File: src/hdl/multilevel_feedback_scheduler_macros.svh
// assertion helpers for the scheduler engine rtl
`ifndef MULTILEVEL_FEEDBACK_SCHEDULER_MACROS_SVH
`define MULTILEVEL_FEEDBACK_SCHEDULER_MACROS_SVH

// same-cycle implication, checked outside reset
`define MFS_ASSERT_NOW(label, ante, cons) \
  label: assert property (@(posedge clk) disable iff (rst) (ante) |-> (cons)) \
    else $error("scheduler check failed");

// next-cycle implication, checked outside reset
`define MFS_ASSERT_NEXT(label, ante, cons) \
  label: assert property (@(posedge clk) disable iff (rst) (ante) |=> (cons)) \
    else $error("scheduler check failed");

`endif

File: src/hdl/mfs_pkg.sv
`timescale 1ns / 1ps

package mfs_pkg;

  localparam int ID_W     = 8;
  localparam int WORK_W   = 16;
  localparam int STATUS_W = 2;
  localparam int LVLOUT_W = 2;
  localparam int CLOCK_W  = 32;
  localparam int LIU_W    = 3;
  localparam int CFG_W    = 16;
  localparam int CFGA_W   = 2;

  // command queue of the front, ahead of the engine
  localparam int CMDQ_DEPTH = 2;
  localparam int CMDQ_PW    = 1;
  localparam int CMDQ_CW    = 2;

  typedef enum logic {
    OP_ADMIT = 1'b0,
    OP_ROUND = 1'b1
  } op_t;

  typedef enum logic [STATUS_W-1:0] {
    ST_RAN    = 2'd0,
    ST_ADMIT  = 2'd1,
    ST_REJECT = 2'd2,
    ST_NONE   = 2'd3
  } status_t;

  typedef enum logic [CFGA_W-1:0] {
    CFG_QUANTUM = 2'd0,
    CFG_LEVELS  = 2'd1
  } cfg_idx_t;

  typedef enum logic [1:0] {
    S_IDLE,
    S_SCAN,
    S_EXEC,
    S_EMIT
  } eng_state_t;

  typedef struct packed {
    logic [ID_W-1:0]   id;
    logic [WORK_W-1:0] work;
  } entry_t;

  typedef struct packed {
    op_t               op;
    logic [ID_W-1:0]   task_id;
    logic [WORK_W-1:0] burst;
  } cmd_t;

  typedef struct packed {
    logic valid;
    cmd_t cmd;
  } cmd_head_t;

endpackage

File: src/hdl/mfs_cmd_queue.sv
`timescale 1ns / 1ps

// front: takes input beats and holds them until the engine is free
module mfs_cmd_queue (
  input  logic                     clk,
  input  logic                     rst,
  input  logic                     in_valid,
  output logic                     in_stall,
  input  mfs_pkg::cmd_t            in_cmd,
  output mfs_pkg::cmd_head_t       head,
  input  logic                     pop
);

  mfs_pkg::cmd_t                    slots [mfs_pkg::CMDQ_DEPTH];
  logic [mfs_pkg::CMDQ_PW-1:0]      wr_ptr;
  logic [mfs_pkg::CMDQ_PW-1:0]      rd_ptr;
  logic [mfs_pkg::CMDQ_CW-1:0]      count;
  logic                             push;
  logic                             take;

  assign in_stall = (count == mfs_pkg::CMDQ_CW'(mfs_pkg::CMDQ_DEPTH));
  assign push     = in_valid && !in_stall;
  assign take     = pop && (count != '0);

  assign head.valid = (count != '0);
  assign head.cmd   = slots[rd_ptr];

  always_ff @(posedge clk) begin
    if (push) begin
      slots[wr_ptr] <= in_cmd;
    end
  end

  always_ff @(posedge clk) begin
    if (rst) begin
      wr_ptr <= '0;
      rd_ptr <= '0;
      count  <= '0;
    end else begin
      if (push) begin
        wr_ptr <= wr_ptr + 1'b1;
      end
      if (take) begin
        rd_ptr <= rd_ptr + 1'b1;
      end
      case ({push, take})
        2'b10:   count <= count + 1'b1;
        2'b01:   count <= count - 1'b1;
        default: count <= count;
      endcase
    end
  end

endmodule

File: src/hdl/mfs_engine.sv
`timescale 1ns / 1ps
`include "multilevel_feedback_scheduler_macros.svh"

// back: level fifos in one memory, sweep sequencer and result register
module mfs_engine #(
  parameter int MAX_LEVELS  = 4,
  parameter int LEVEL_DEPTH = 16
) (
  input  logic                           clk,
  input  logic                           rst,
  input  logic [mfs_pkg::WORK_W-1:0]     quantum,
  input  logic [mfs_pkg::LIU_W-1:0]      levels_in_use,
  input  mfs_pkg::cmd_head_t             head,
  output logic                           pop,
  output logic                           out_valid,
  input  logic                           out_stall,
  output logic [mfs_pkg::STATUS_W-1:0]   status,
  output logic [mfs_pkg::ID_W-1:0]       served_id,
  output logic [mfs_pkg::WORK_W-1:0]     ran_for,
  output logic                           finished,
  output logic [mfs_pkg::LVLOUT_W-1:0]   new_level,
  output logic [mfs_pkg::CLOCK_W-1:0]    clock_now,
  output logic                           all_empty,
  output logic                           last
);

  localparam int LW  = $clog2(MAX_LEVELS + 1);
  localparam int LIW = $clog2(MAX_LEVELS);
  localparam int PW  = $clog2(LEVEL_DEPTH);
  localparam int FW  = $clog2(LEVEL_DEPTH + 1);
  localparam int AW  = $clog2(MAX_LEVELS * LEVEL_DEPTH);
  localparam int NW  = (LW > mfs_pkg::LIU_W + 1) ? LW : mfs_pkg::LIU_W + 1;

  mfs_pkg::eng_state_t state, state_next;

  logic [LW-1:0]     lv, lv_next;
  logic              any_slice, any_slice_next;
  logic              is_slice, is_slice_next;
  logic [PW-1:0]     head_ptr [MAX_LEVELS];
  logic [PW-1:0]     head_ptr_next [MAX_LEVELS];
  logic [PW-1:0]     tail_ptr [MAX_LEVELS];
  logic [PW-1:0]     tail_ptr_next [MAX_LEVELS];
  logic [FW-1:0]     fill [MAX_LEVELS];
  logic [FW-1:0]     fill_next [MAX_LEVELS];
  logic [mfs_pkg::CLOCK_W-1:0] elapsed, elapsed_next;

  // result register
  mfs_pkg::status_t              res_status, res_status_next;
  logic [mfs_pkg::ID_W-1:0]      res_id, res_id_next;
  logic [mfs_pkg::WORK_W-1:0]    res_ran, res_ran_next;
  logic                          res_fin, res_fin_next;
  logic [mfs_pkg::LVLOUT_W-1:0]  res_lvl, res_lvl_next;

  // slot memory
  mfs_pkg::entry_t   slots [MAX_LEVELS * LEVEL_DEPTH];
  mfs_pkg::entry_t   rd_entry;
  logic              mem_we;
  logic [AW-1:0]     mem_waddr;
  logic [AW-1:0]     mem_raddr;
  mfs_pkg::entry_t   mem_wdata;

  logic [NW-1:0]     liu_wide;
  logic [LW-1:0]     nlev;
  logic [mfs_pkg::WORK_W-1:0] q;
  logic [LIW-1:0]    lvi;
  logic [LIW-1:0]    lvn;
  logic              bottom;
  logic              fin;
  logic [mfs_pkg::WORK_W-1:0] ran;
  logic              next_room;
  logic              later_busy;
  logic              none_left;
  logic              admit_ok;
  logic              admit_full;

  function automatic logic [AW-1:0] slot_addr(input logic [LIW-1:0] l, input logic [PW-1:0] p);
    slot_addr = AW'(l) * AW'(LEVEL_DEPTH) + AW'(p);
  endfunction

  function automatic logic [PW-1:0] ptr_inc(input logic [PW-1:0] p);
    ptr_inc = (p == PW'(LEVEL_DEPTH - 1)) ? '0 : p + 1'b1;
  endfunction

  // clamp the active level count into 2..MAX_LEVELS
  always_comb begin
    liu_wide = NW'(levels_in_use);
    if (liu_wide < NW'(2)) begin
      nlev = LW'(2);
    end else if (liu_wide > NW'(MAX_LEVELS)) begin
      nlev = LW'(MAX_LEVELS);
    end else begin
      nlev = LW'(liu_wide);
    end
  end

  assign q         = (quantum == '0) ? mfs_pkg::WORK_W'(1) : quantum;
  assign lvi       = lv[LIW-1:0];
  assign lvn       = LIW'(lv + 1'b1);
  assign bottom    = (lv == nlev - 1'b1);
  assign fin       = bottom || (rd_entry.work <= q);
  assign ran       = fin ? rd_entry.work : q;
  assign next_room = (fill[lvn] != FW'(LEVEL_DEPTH));
  assign admit_ok  = (fill[0] != FW'(LEVEL_DEPTH));
  assign admit_full = (state == mfs_pkg::S_IDLE) && head.valid &&
                      (head.cmd.op == mfs_pkg::OP_ADMIT) && !admit_ok;

  always_comb begin
    later_busy = 1'b0;
    none_left  = 1'b1;
    for (int i = 0; i < MAX_LEVELS; i++) begin
      if (fill[i] != '0) begin
        none_left = 1'b0;
        if (LW'(i) > lv && LW'(i) < nlev) begin
          later_busy = 1'b1;
        end
      end
    end
  end

  // next state
  always_comb begin
    state_next = state;
    unique case (state)
      mfs_pkg::S_IDLE: begin
        if (head.valid) begin
          if (head.cmd.op == mfs_pkg::OP_ADMIT) begin
            state_next = mfs_pkg::S_EMIT;
          end else begin
            state_next = mfs_pkg::S_SCAN;
          end
        end
      end
      mfs_pkg::S_SCAN: begin
        if (lv == nlev) begin
          if (any_slice) begin
            state_next = mfs_pkg::S_IDLE;
          end else begin
            state_next = mfs_pkg::S_EMIT;
          end
        end else if (fill[lvi] != '0) begin
          state_next = mfs_pkg::S_EXEC;
        end
      end
      mfs_pkg::S_EXEC: begin
        state_next = mfs_pkg::S_EMIT;
      end
      mfs_pkg::S_EMIT: begin
        if (!out_stall) begin
          if (is_slice) begin
            state_next = mfs_pkg::S_SCAN;
          end else begin
            state_next = mfs_pkg::S_IDLE;
          end
        end
      end
      default: state_next = mfs_pkg::S_IDLE;
    endcase
  end

  // fsm outputs
  always_comb begin
    pop       = 1'b0;
    out_valid = 1'b0;
    unique case (state)
      mfs_pkg::S_IDLE: pop       = head.valid;
      mfs_pkg::S_EMIT: out_valid = 1'b1;
      default: begin
        pop       = 1'b0;
        out_valid = 1'b0;
      end
    endcase
  end

  // datapath next values
  always_comb begin
    lv_next         = lv;
    any_slice_next  = any_slice;
    is_slice_next   = is_slice;
    head_ptr_next   = head_ptr;
    tail_ptr_next   = tail_ptr;
    fill_next       = fill;
    elapsed_next    = elapsed;
    res_status_next = res_status;
    res_id_next     = res_id;
    res_ran_next    = res_ran;
    res_fin_next    = res_fin;
    res_lvl_next    = res_lvl;
    mem_we          = 1'b0;
    mem_waddr       = slot_addr(lvi, tail_ptr[lvi]);
    mem_wdata       = rd_entry;
    mem_raddr       = slot_addr(lvi, head_ptr[lvi]);

    case (state)
      mfs_pkg::S_IDLE: begin
        if (head.valid) begin
          if (head.cmd.op == mfs_pkg::OP_ADMIT) begin
            if (admit_ok) begin
              mem_we           = 1'b1;
              mem_waddr        = slot_addr('0, tail_ptr[0]);
              mem_wdata.id     = head.cmd.task_id;
              mem_wdata.work   = head.cmd.burst;
              tail_ptr_next[0] = ptr_inc(tail_ptr[0]);
              fill_next[0]     = fill[0] + 1'b1;
              res_status_next  = mfs_pkg::ST_ADMIT;
            end else begin
              res_status_next  = mfs_pkg::ST_REJECT;
            end
            res_id_next     = head.cmd.task_id;
            res_ran_next    = '0;
            res_fin_next    = 1'b0;
            res_lvl_next    = '0;
            is_slice_next   = 1'b0;
          end else begin
            lv_next        = '0;
            any_slice_next = 1'b0;
          end
        end
      end
      mfs_pkg::S_SCAN: begin
        if (lv == nlev) begin
          if (!any_slice) begin
            res_status_next = mfs_pkg::ST_NONE;
            res_id_next     = '0;
            res_ran_next    = '0;
            res_fin_next    = 1'b0;
            res_lvl_next    = '0;
            is_slice_next   = 1'b0;
          end
        end else if (fill[lvi] == '0) begin
          lv_next = lv + 1'b1;
        end else begin
          // head read issued here, data lands in rd_entry
          head_ptr_next[lvi] = ptr_inc(head_ptr[lvi]);
          fill_next[lvi]     = fill[lvi] - 1'b1;
        end
      end
      mfs_pkg::S_EXEC: begin
        elapsed_next    = elapsed + mfs_pkg::CLOCK_W'(ran);
        res_status_next = mfs_pkg::ST_RAN;
        res_id_next     = rd_entry.id;
        res_ran_next    = ran;
        res_fin_next    = fin;
        res_lvl_next    = mfs_pkg::LVLOUT_W'(lv);
        is_slice_next   = 1'b1;
        any_slice_next  = 1'b1;
        mem_wdata.id    = rd_entry.id;
        mem_wdata.work  = rd_entry.work - ran;
        if (!fin) begin
          mem_we = 1'b1;
          if (next_room) begin
            // demote to the next level
            mem_waddr          = slot_addr(lvn, tail_ptr[lvn]);
            tail_ptr_next[lvn] = ptr_inc(tail_ptr[lvn]);
            fill_next[lvn]     = fill[lvn] + 1'b1;
            res_lvl_next       = mfs_pkg::LVLOUT_W'(lv + 1'b1);
          end else begin
            // next level full, back to the tail of this one
            mem_waddr          = slot_addr(lvi, tail_ptr[lvi]);
            tail_ptr_next[lvi] = ptr_inc(tail_ptr[lvi]);
            fill_next[lvi]     = fill_next[lvi] + 1'b1;
          end
        end
      end
      mfs_pkg::S_EMIT: begin
        if (!out_stall && is_slice) begin
          lv_next = lv + 1'b1;
        end
      end
      default: begin
        lv_next = lv;
      end
    endcase
  end

  always_ff @(posedge clk) begin
    if (mem_we) begin
      slots[mem_waddr] <= mem_wdata;
    end
    rd_entry <= slots[mem_raddr];
  end

  always_ff @(posedge clk) begin
    res_status <= res_status_next;
    res_id     <= res_id_next;
    res_ran    <= res_ran_next;
    res_fin    <= res_fin_next;
    res_lvl    <= res_lvl_next;
  end

  always_ff @(posedge clk) begin
    if (rst) begin
      state     <= mfs_pkg::S_IDLE;
      lv        <= '0;
      any_slice <= 1'b0;
      is_slice  <= 1'b0;
      elapsed   <= '0;
      for (int i = 0; i < MAX_LEVELS; i++) begin
        head_ptr[i] <= '0;
        tail_ptr[i] <= '0;
        fill[i]     <= '0;
      end
    end else begin
      state     <= state_next;
      lv        <= lv_next;
      any_slice <= any_slice_next;
      is_slice  <= is_slice_next;
      elapsed   <= elapsed_next;
      head_ptr  <= head_ptr_next;
      tail_ptr  <= tail_ptr_next;
      fill      <= fill_next;
    end
  end

  assign status    = res_status;
  assign served_id = res_id;
  assign ran_for   = res_ran;
  assign finished  = res_fin;
  assign new_level = res_lvl;
  assign clock_now = elapsed;
  assign all_empty = none_left;
  assign last      = !is_slice || !later_busy;

  // a held result keeps the scheduled time it reports
  `MFS_ASSERT_NEXT(a_hold_clock, out_valid && out_stall, out_valid && $stable(elapsed))
  // a full top level turns an admit into a reject
  `MFS_ASSERT_NEXT(a_reject_full, admit_full, res_status == mfs_pkg::ST_REJECT)
  // the sweep never runs past the active levels
  `MFS_ASSERT_NOW(a_scan_bound, state == mfs_pkg::S_SCAN, lv <= nlev)
  // the scheduled time only moves on an executed slice
  `MFS_ASSERT_NEXT(a_clock_exec, state != mfs_pkg::S_EXEC, $stable(elapsed))

endmodule

File: src/hdl/multilevel_feedback_scheduler.sv
`timescale 1ns / 1ps

// multilevel feedback queue scheduler. an admit beat (op 0) puts a task (id,
// remaining work) at the tail of level 0 and gives one result: admitted, or
// rejected when level 0 is full. a round beat (op 1) sweeps the active levels
// top to bottom; each non-empty level runs its head task for the quantum (or
// to completion if the work left fits, and always to completion at the bottom
// level) and gives one result beat; an unfinished task drops to the next
// level, or back into its own level when the next one is full. a round that
// finds nothing gives one "nothing to run" beat. last marks the final beat of
// each input beat. timing: an input beat is held in a two-entry command queue
// while the engine is busy, so input and output stall independently. the
// engine handles one command at a time: an admit takes a decode step and a
// result step; a round takes a decode step, a scan step for each empty active
// level, for each served level a head read from the shared slot memory, an
// execute and write-back step and a result step, then a closing scan step
// and a final result step when nothing ran. the slot memory has one read and
// one write port, which is what serializes the per-level steps. the user must
// ensure configuration is written only while idle; the block does not
// enforce this, and slot contents need no clearing after reset.
module multilevel_feedback_scheduler #(
  parameter int MAX_LEVELS  = 4,
  parameter int LEVEL_DEPTH = 16
) (
  input  logic                           clk,
  input  logic                           rst,
  // configuration
  input  logic                           cfg_we,
  input  logic [mfs_pkg::CFGA_W-1:0]     cfg_addr,
  input  logic [mfs_pkg::CFG_W-1:0]      cfg_data,
  // input channel
  input  logic                           in_valid,
  output logic                           in_stall,
  input  logic                           op,
  input  logic [mfs_pkg::ID_W-1:0]       task_id,
  input  logic [mfs_pkg::WORK_W-1:0]     burst,
  // output channel
  output logic                           out_valid,
  input  logic                           out_stall,
  output logic [mfs_pkg::STATUS_W-1:0]   status,
  output logic [mfs_pkg::ID_W-1:0]       served_id,
  output logic [mfs_pkg::WORK_W-1:0]     ran_for,
  output logic                           finished,
  output logic [mfs_pkg::LVLOUT_W-1:0]   new_level,
  output logic [mfs_pkg::CLOCK_W-1:0]    clock_now,
  output logic                           all_empty,
  output logic                           last
);

  logic [mfs_pkg::WORK_W-1:0] quantum;
  logic [mfs_pkg::LIU_W-1:0]  levels_in_use;
  mfs_pkg::cmd_t              in_cmd;
  mfs_pkg::cmd_head_t         cmd_head;
  logic                       cmd_pop;

  // configuration registers, unknown indexes are dropped
  always_ff @(posedge clk) begin
    if (rst) begin
      quantum       <= mfs_pkg::WORK_W'(3);
      levels_in_use <= mfs_pkg::LIU_W'(3);
    end else if (cfg_we) begin
      case (cfg_addr)
        mfs_pkg::CFG_QUANTUM: quantum       <= cfg_data;
        mfs_pkg::CFG_LEVELS:  levels_in_use <= cfg_data[mfs_pkg::LIU_W-1:0];
        default: begin
          quantum       <= quantum;
          levels_in_use <= levels_in_use;
        end
      endcase
    end
  end

  // input beat packed for the command queue
  assign in_cmd.op      = mfs_pkg::op_t'(op);
  assign in_cmd.task_id = task_id;
  assign in_cmd.burst   = burst;

  // front: command queue
  mfs_cmd_queue u_front (
    .clk      (clk),
    .rst      (rst),
    .in_valid (in_valid),
    .in_stall (in_stall),
    .in_cmd   (in_cmd),
    .head     (cmd_head),
    .pop      (cmd_pop)
  );

  // back: level fifos, sweep and result register
  mfs_engine #(
    .MAX_LEVELS  (MAX_LEVELS),
    .LEVEL_DEPTH (LEVEL_DEPTH)
  ) u_back (
    .clk           (clk),
    .rst           (rst),
    .quantum       (quantum),
    .levels_in_use (levels_in_use),
    .head          (cmd_head),
    .pop           (cmd_pop),
    .out_valid     (out_valid),
    .out_stall     (out_stall),
    .status        (status),
    .served_id     (served_id),
    .ran_for       (ran_for),
    .finished      (finished),
    .new_level     (new_level),
    .clock_now     (clock_now),
    .all_empty     (all_empty),
    .last          (last)
  );

endmodule
File: config.mk
export PLATFORM = sky130hd
export DESIGN_NAME = multilevel_feedback_scheduler
export DESIGN_NICKNAME = d
export VERILOG_FILES = /design/src/hdl/mfs_pkg.sv /design/src/hdl/mfs_cmd_queue.sv /design/src/hdl/mfs_engine.sv /design/src/hdl/multilevel_feedback_scheduler.sv
export VERILOG_INCLUDE_DIRS = /design/src /design/src/hdl
export SDC_FILE = /design/constraint.sdc
export NUM_CORES = 2
export LEC_CHECK = 0
export BUFFER_PORTS_ARGS = -buffer_cell sky130_fd_sc_hd__buf_2
export CORE_MARGIN = 10
export CORE_UTILIZATION = 30
export DETAILED_ROUTE_END_ITERATION = 8
export PLACE_DENSITY_LB_ADDON = 0.05
export SLEW_MARGIN = 10
export SYNTH_ARGS = -nofsm -noshare
export SYNTH_HDL_FRONTEND = slang
export SYNTH_SLANG_ARGS = --single-unit
File: constraint.sdc
create_clock -name clk -period 8.4 [get_ports clk]
set_input_delay 0.84 -clock clk [delete_from_list [all_inputs] [get_ports clk]]
set_output_delay 0.84 -clock clk [all_outputs]
set_load 0.05 [all_outputs]
==> flow_summary.ini <==
[power_and_ir_drop]
irDropWorstVdd_uv = 307
total_leakage_power_nw = 25.5
pwr_density_cell_nw_per_um2 = 367

[timing]
holdWs_ns = 0.183
worst_pin_slew_ns = 1.25
setup_viol = 0
hold_viol_final = 0
final_max_slew_viol_count = 0
period_minus_slack_ns = 6.30
period_share_pct = 75.0
fin_worst_skew_ns = 0.0402
finalSetupTns_ns = 0
relSlewSlack_pct = 16.6
rsz0062_at_grt = false
fmax_ghz = 0.159

[placement]
place_hpwl_um = 133000
io_buffers = 112
post-place-cells = 7067
gp_congestion = 0.774

[setup_path]
worstPathCellList = nor4_1 -> a41o_1 -> ha_1 -> nand4_1 -> or4_1 -> o31ai_1 -> a31oi_4 -> o21ai_0 -> ha_1 -> fa_1 -> nor2b_1 -> o2111ai_1 -> a31oi_1 -> a41oi_1 -> a22oi_1 -> xnor2_1 -> o221ai_4 -> buf_4
cp_top_family = compound AO/OA/AOI/OAI gates
cp_data_required_time_ns = 9.03
cp_common_cell = ha_1
critPathArrivalTime_ns = 6.93
max_stage_delay_ns = 0.96
crit_path_top_delay_cell = o221ai_4
start_kind = flip-flop
path_max_fanout = 34
rr_endpoint = u_back.slots[42][12]$_DFFE_PP_
end_kind = flip-flop
reg2reg_from = quantum[4]$_SDFFE_PP0P_
worst-path-buf-inv = 1
worstSetupPathType = reg2reg
r2r_cells = 18
r2r_slack_ns = 2.10

[hold_path]
hp-start = burst[7]
worstHoldPathType = in2reg
hold_end = u_front.slots[0][7]$_DFFE_PP_
min_path_cells = 1

[logic_synthesis]
syn_area_per_cell_um2 = 18.1
yosysWarnings = 0
syn-num-nets = 4038
synth-seq-cells = 1754
synth_edf_count = 1615
synth_top_area_share_pct = 68.3
postSynthCellCount = 3918
ys_types = 94
seq_area_frac_synth_pct = 72.2
syn-cell-area_um2 = 71000
synth-main-ff-cell = edfxtp_1
synth_top_cell_by_area = edfxtp_1
synthArstFlopShare_pct = 0
ys_top_cells_by_area = edfxtp_1, mux4_2, dfxtp_1

[floorplan]
core_um2 = 235000
row_count = 178
die_w_um = 506
design.die.area_um2 = 256000
start_util_pct = 30.2
die_h_um = 506
num_io_pins = 113

[cells_and_area]
final_net_count = 4238
final_util_pct = 35.1
stdcell_count = 7441
drive_above_1_share_pct = 24.3
area_growth_pct = 16.4

[clock_tree]
clk_latency_ns = 0.85
cts_setup_buffers = 0
cts_root_buf = clkbuf_16
cts_hold_buffers = 0
ctsHtreeMaxLevel = 4
clk_pin_slew_ns = 0.06
clk_path_buf_depth = 3
cts-resized-gates = 0
cts_sinks = 1754
cts_buffers = 199
cts_tree = built

[flow_run]
cap_violations = 0

[grt]
first_global_vias = 39209
grt_pass1_wl_um = 316000
antenna_found_initial = 14
grtUsageTotal_pct = 17.1
grt_max_degree = 76
grt_overflow = 0

[routing]
num_vias = 37948
drt_wl_total_um = 224000
ant_nets = 0
drcViolationCount = 0
via_per_inst = 5.10
wire_per_inst_um = 30.1
firstDrtPassIters = 6
drt_iter0_drc = 3246

[outcome]
status = completed
==> registers in the layout (all words and copies together), names as in the netlist, 2 cells and up, named ones only <==
signal and count:
u_back.state 2, u_back.status 2, u_back.tail_ptr 16, u_back.served_id 8
u_back.lv 3, quantum 16, u_back.new_level 2, u_back.fill 20
u_front.slots 50, u_back.slots 1536, u_back.head_ptr 16, u_back.clock_now 32
u_front.count 2, levels_in_use 3, u_back.rd_entry 24, u_back.ran_for 16
==> where the power goes <==
part,internal (mW),leakage (nW),switching [mW]
sequential,12.0,15.7,0.247
clock,4.93,3.08,3.58
combinational,2.43,6.71,7.14
==> synth_stat cells (6+ instances only) <==
cell type	number
edfxtp_1	1615
mux4_2	406
a22oi_1	244
nand2_1	228
nor2_1	215
a21oi_1	143
dfxtp_1	139
clkbuf_1	113
buf_2	76
ha_1	70
o21ai_0	66
inv_1	65
mux2i_1	62
nand3_1	56
nor3_1	32
o22ai_1	30
a211oi_1	22
xnor2_1	21
buf_1	20
or3_1	19
nor2b_1	18
nor4b_1	17
nand4_1	16
xor2_1	15
and2_1	11
o21ai_1	10
o221ai_1	10
nand2b_1	9
o211ai_1	8
o31ai_1	8
a21o_1	7
a311oi_1	7
nor3b_1	7
o21a_1	7
nor4_1	6
==> kinds of logic after synthesis <==
| group | after synthesis | synth area share [%] |
|---|---|---|
| flops | 1754 | 72.2 |
| simple gates | 677 | 4.52 |
| compound gates | 620 | 5.94 |
| mux | 474 | 13.9 |
| buf+inv | 284 | 1.69 |
| fa+ha+maj | 72 | 1.29 |
| xor+xnor | 37 | 0.467 |
==> final cells by class <==
type | instances | area (um2)
multi-input combinational | 1880 | 19400
antenna | 14 | 35.0
clock inverter | 108 | 936
timing repair buffer | 215 | 1490
inverter | 68 | 255
fill | 22133 | 153000
clock buffer | 252 | 5350
tap | 3150 | 3940
sequential | 1754 | 51300
==> through the flow <==
step | power, mW | cell area [um2] | setup WS [ns]
3_5_place_dp | 22.3 | 76300 | 2.03
2_1_floorplan | 17.8 | 71000 | 0.972
5_1_grt | 31.8 | 82600 | 1.65
3_3_place_gp | 22.4 | 76300 | 2.02
4_1_cts | 30.9 | 82600 | 1.94
6_report | 30.4 | 82700 | 2.10
==> cells in the final DEF, fill, tap and decap left out, drive strengths merged, types with 15 or more instances in the layout <==
cell,synthesis,final
nand3,60,60
mux4,406,406
xnor2,22,22
o22ai,30,30
clkinv,2,87
ha,70,70
or3,20,20
inv,66,72
nor2,215,215
nor3,32,32
dfxtp,139,139
clkbuf,113,252
nor4b,18,18
mux2i,63,63
a22oi,244,244
nand2,228,228
nand4,16,16
a21oi,143,143
xor2,15,15
edfxtp,1615,1615
bufinv,0,15
o21ai,76,76
a211oi,24,24
buf,103,215
nor2b,18,18
==> worst max path at each step <==
stage / from / end / slack [ns] / cells past startpoint
after floorplan: quantum[8]$_SDFFE_PP0P_ / u_back.slots[0][14]$_DFFE_PP_ / 0.97 / 20
after global placement: quantum[4]$_SDFFE_PP0P_ / u_back.slots[42][12]$_DFFE_PP_ / 2.02 / 19
after detailed placement: quantum[4]$_SDFFE_PP0P_ / u_back.slots[35][12]$_DFFE_PP_ / 2.03 / 19
after CTS: quantum[4]$_SDFFE_PP0P_ / u_back.slots[0][12]$_DFFE_PP_ / 1.94 / 19
after global routing: quantum[4]$_SDFFE_PP0P_ / u_back.slots[13][14]$_DFFE_PP_ / 1.65 / 20
final: quantum[4]$_SDFFE_PP0P_ / u_back.slots[42][12]$_DFFE_PP_ / 2.10 / 18
==> per-layer routing <==
layer,global-route usage (%),wire [um]
met5,0,20
met3,2.43,8820
met2,26.8,104000
met4,4.39,5040
met1,24.9,106000
No activity file was read; power rests on OpenSTA's default activity.
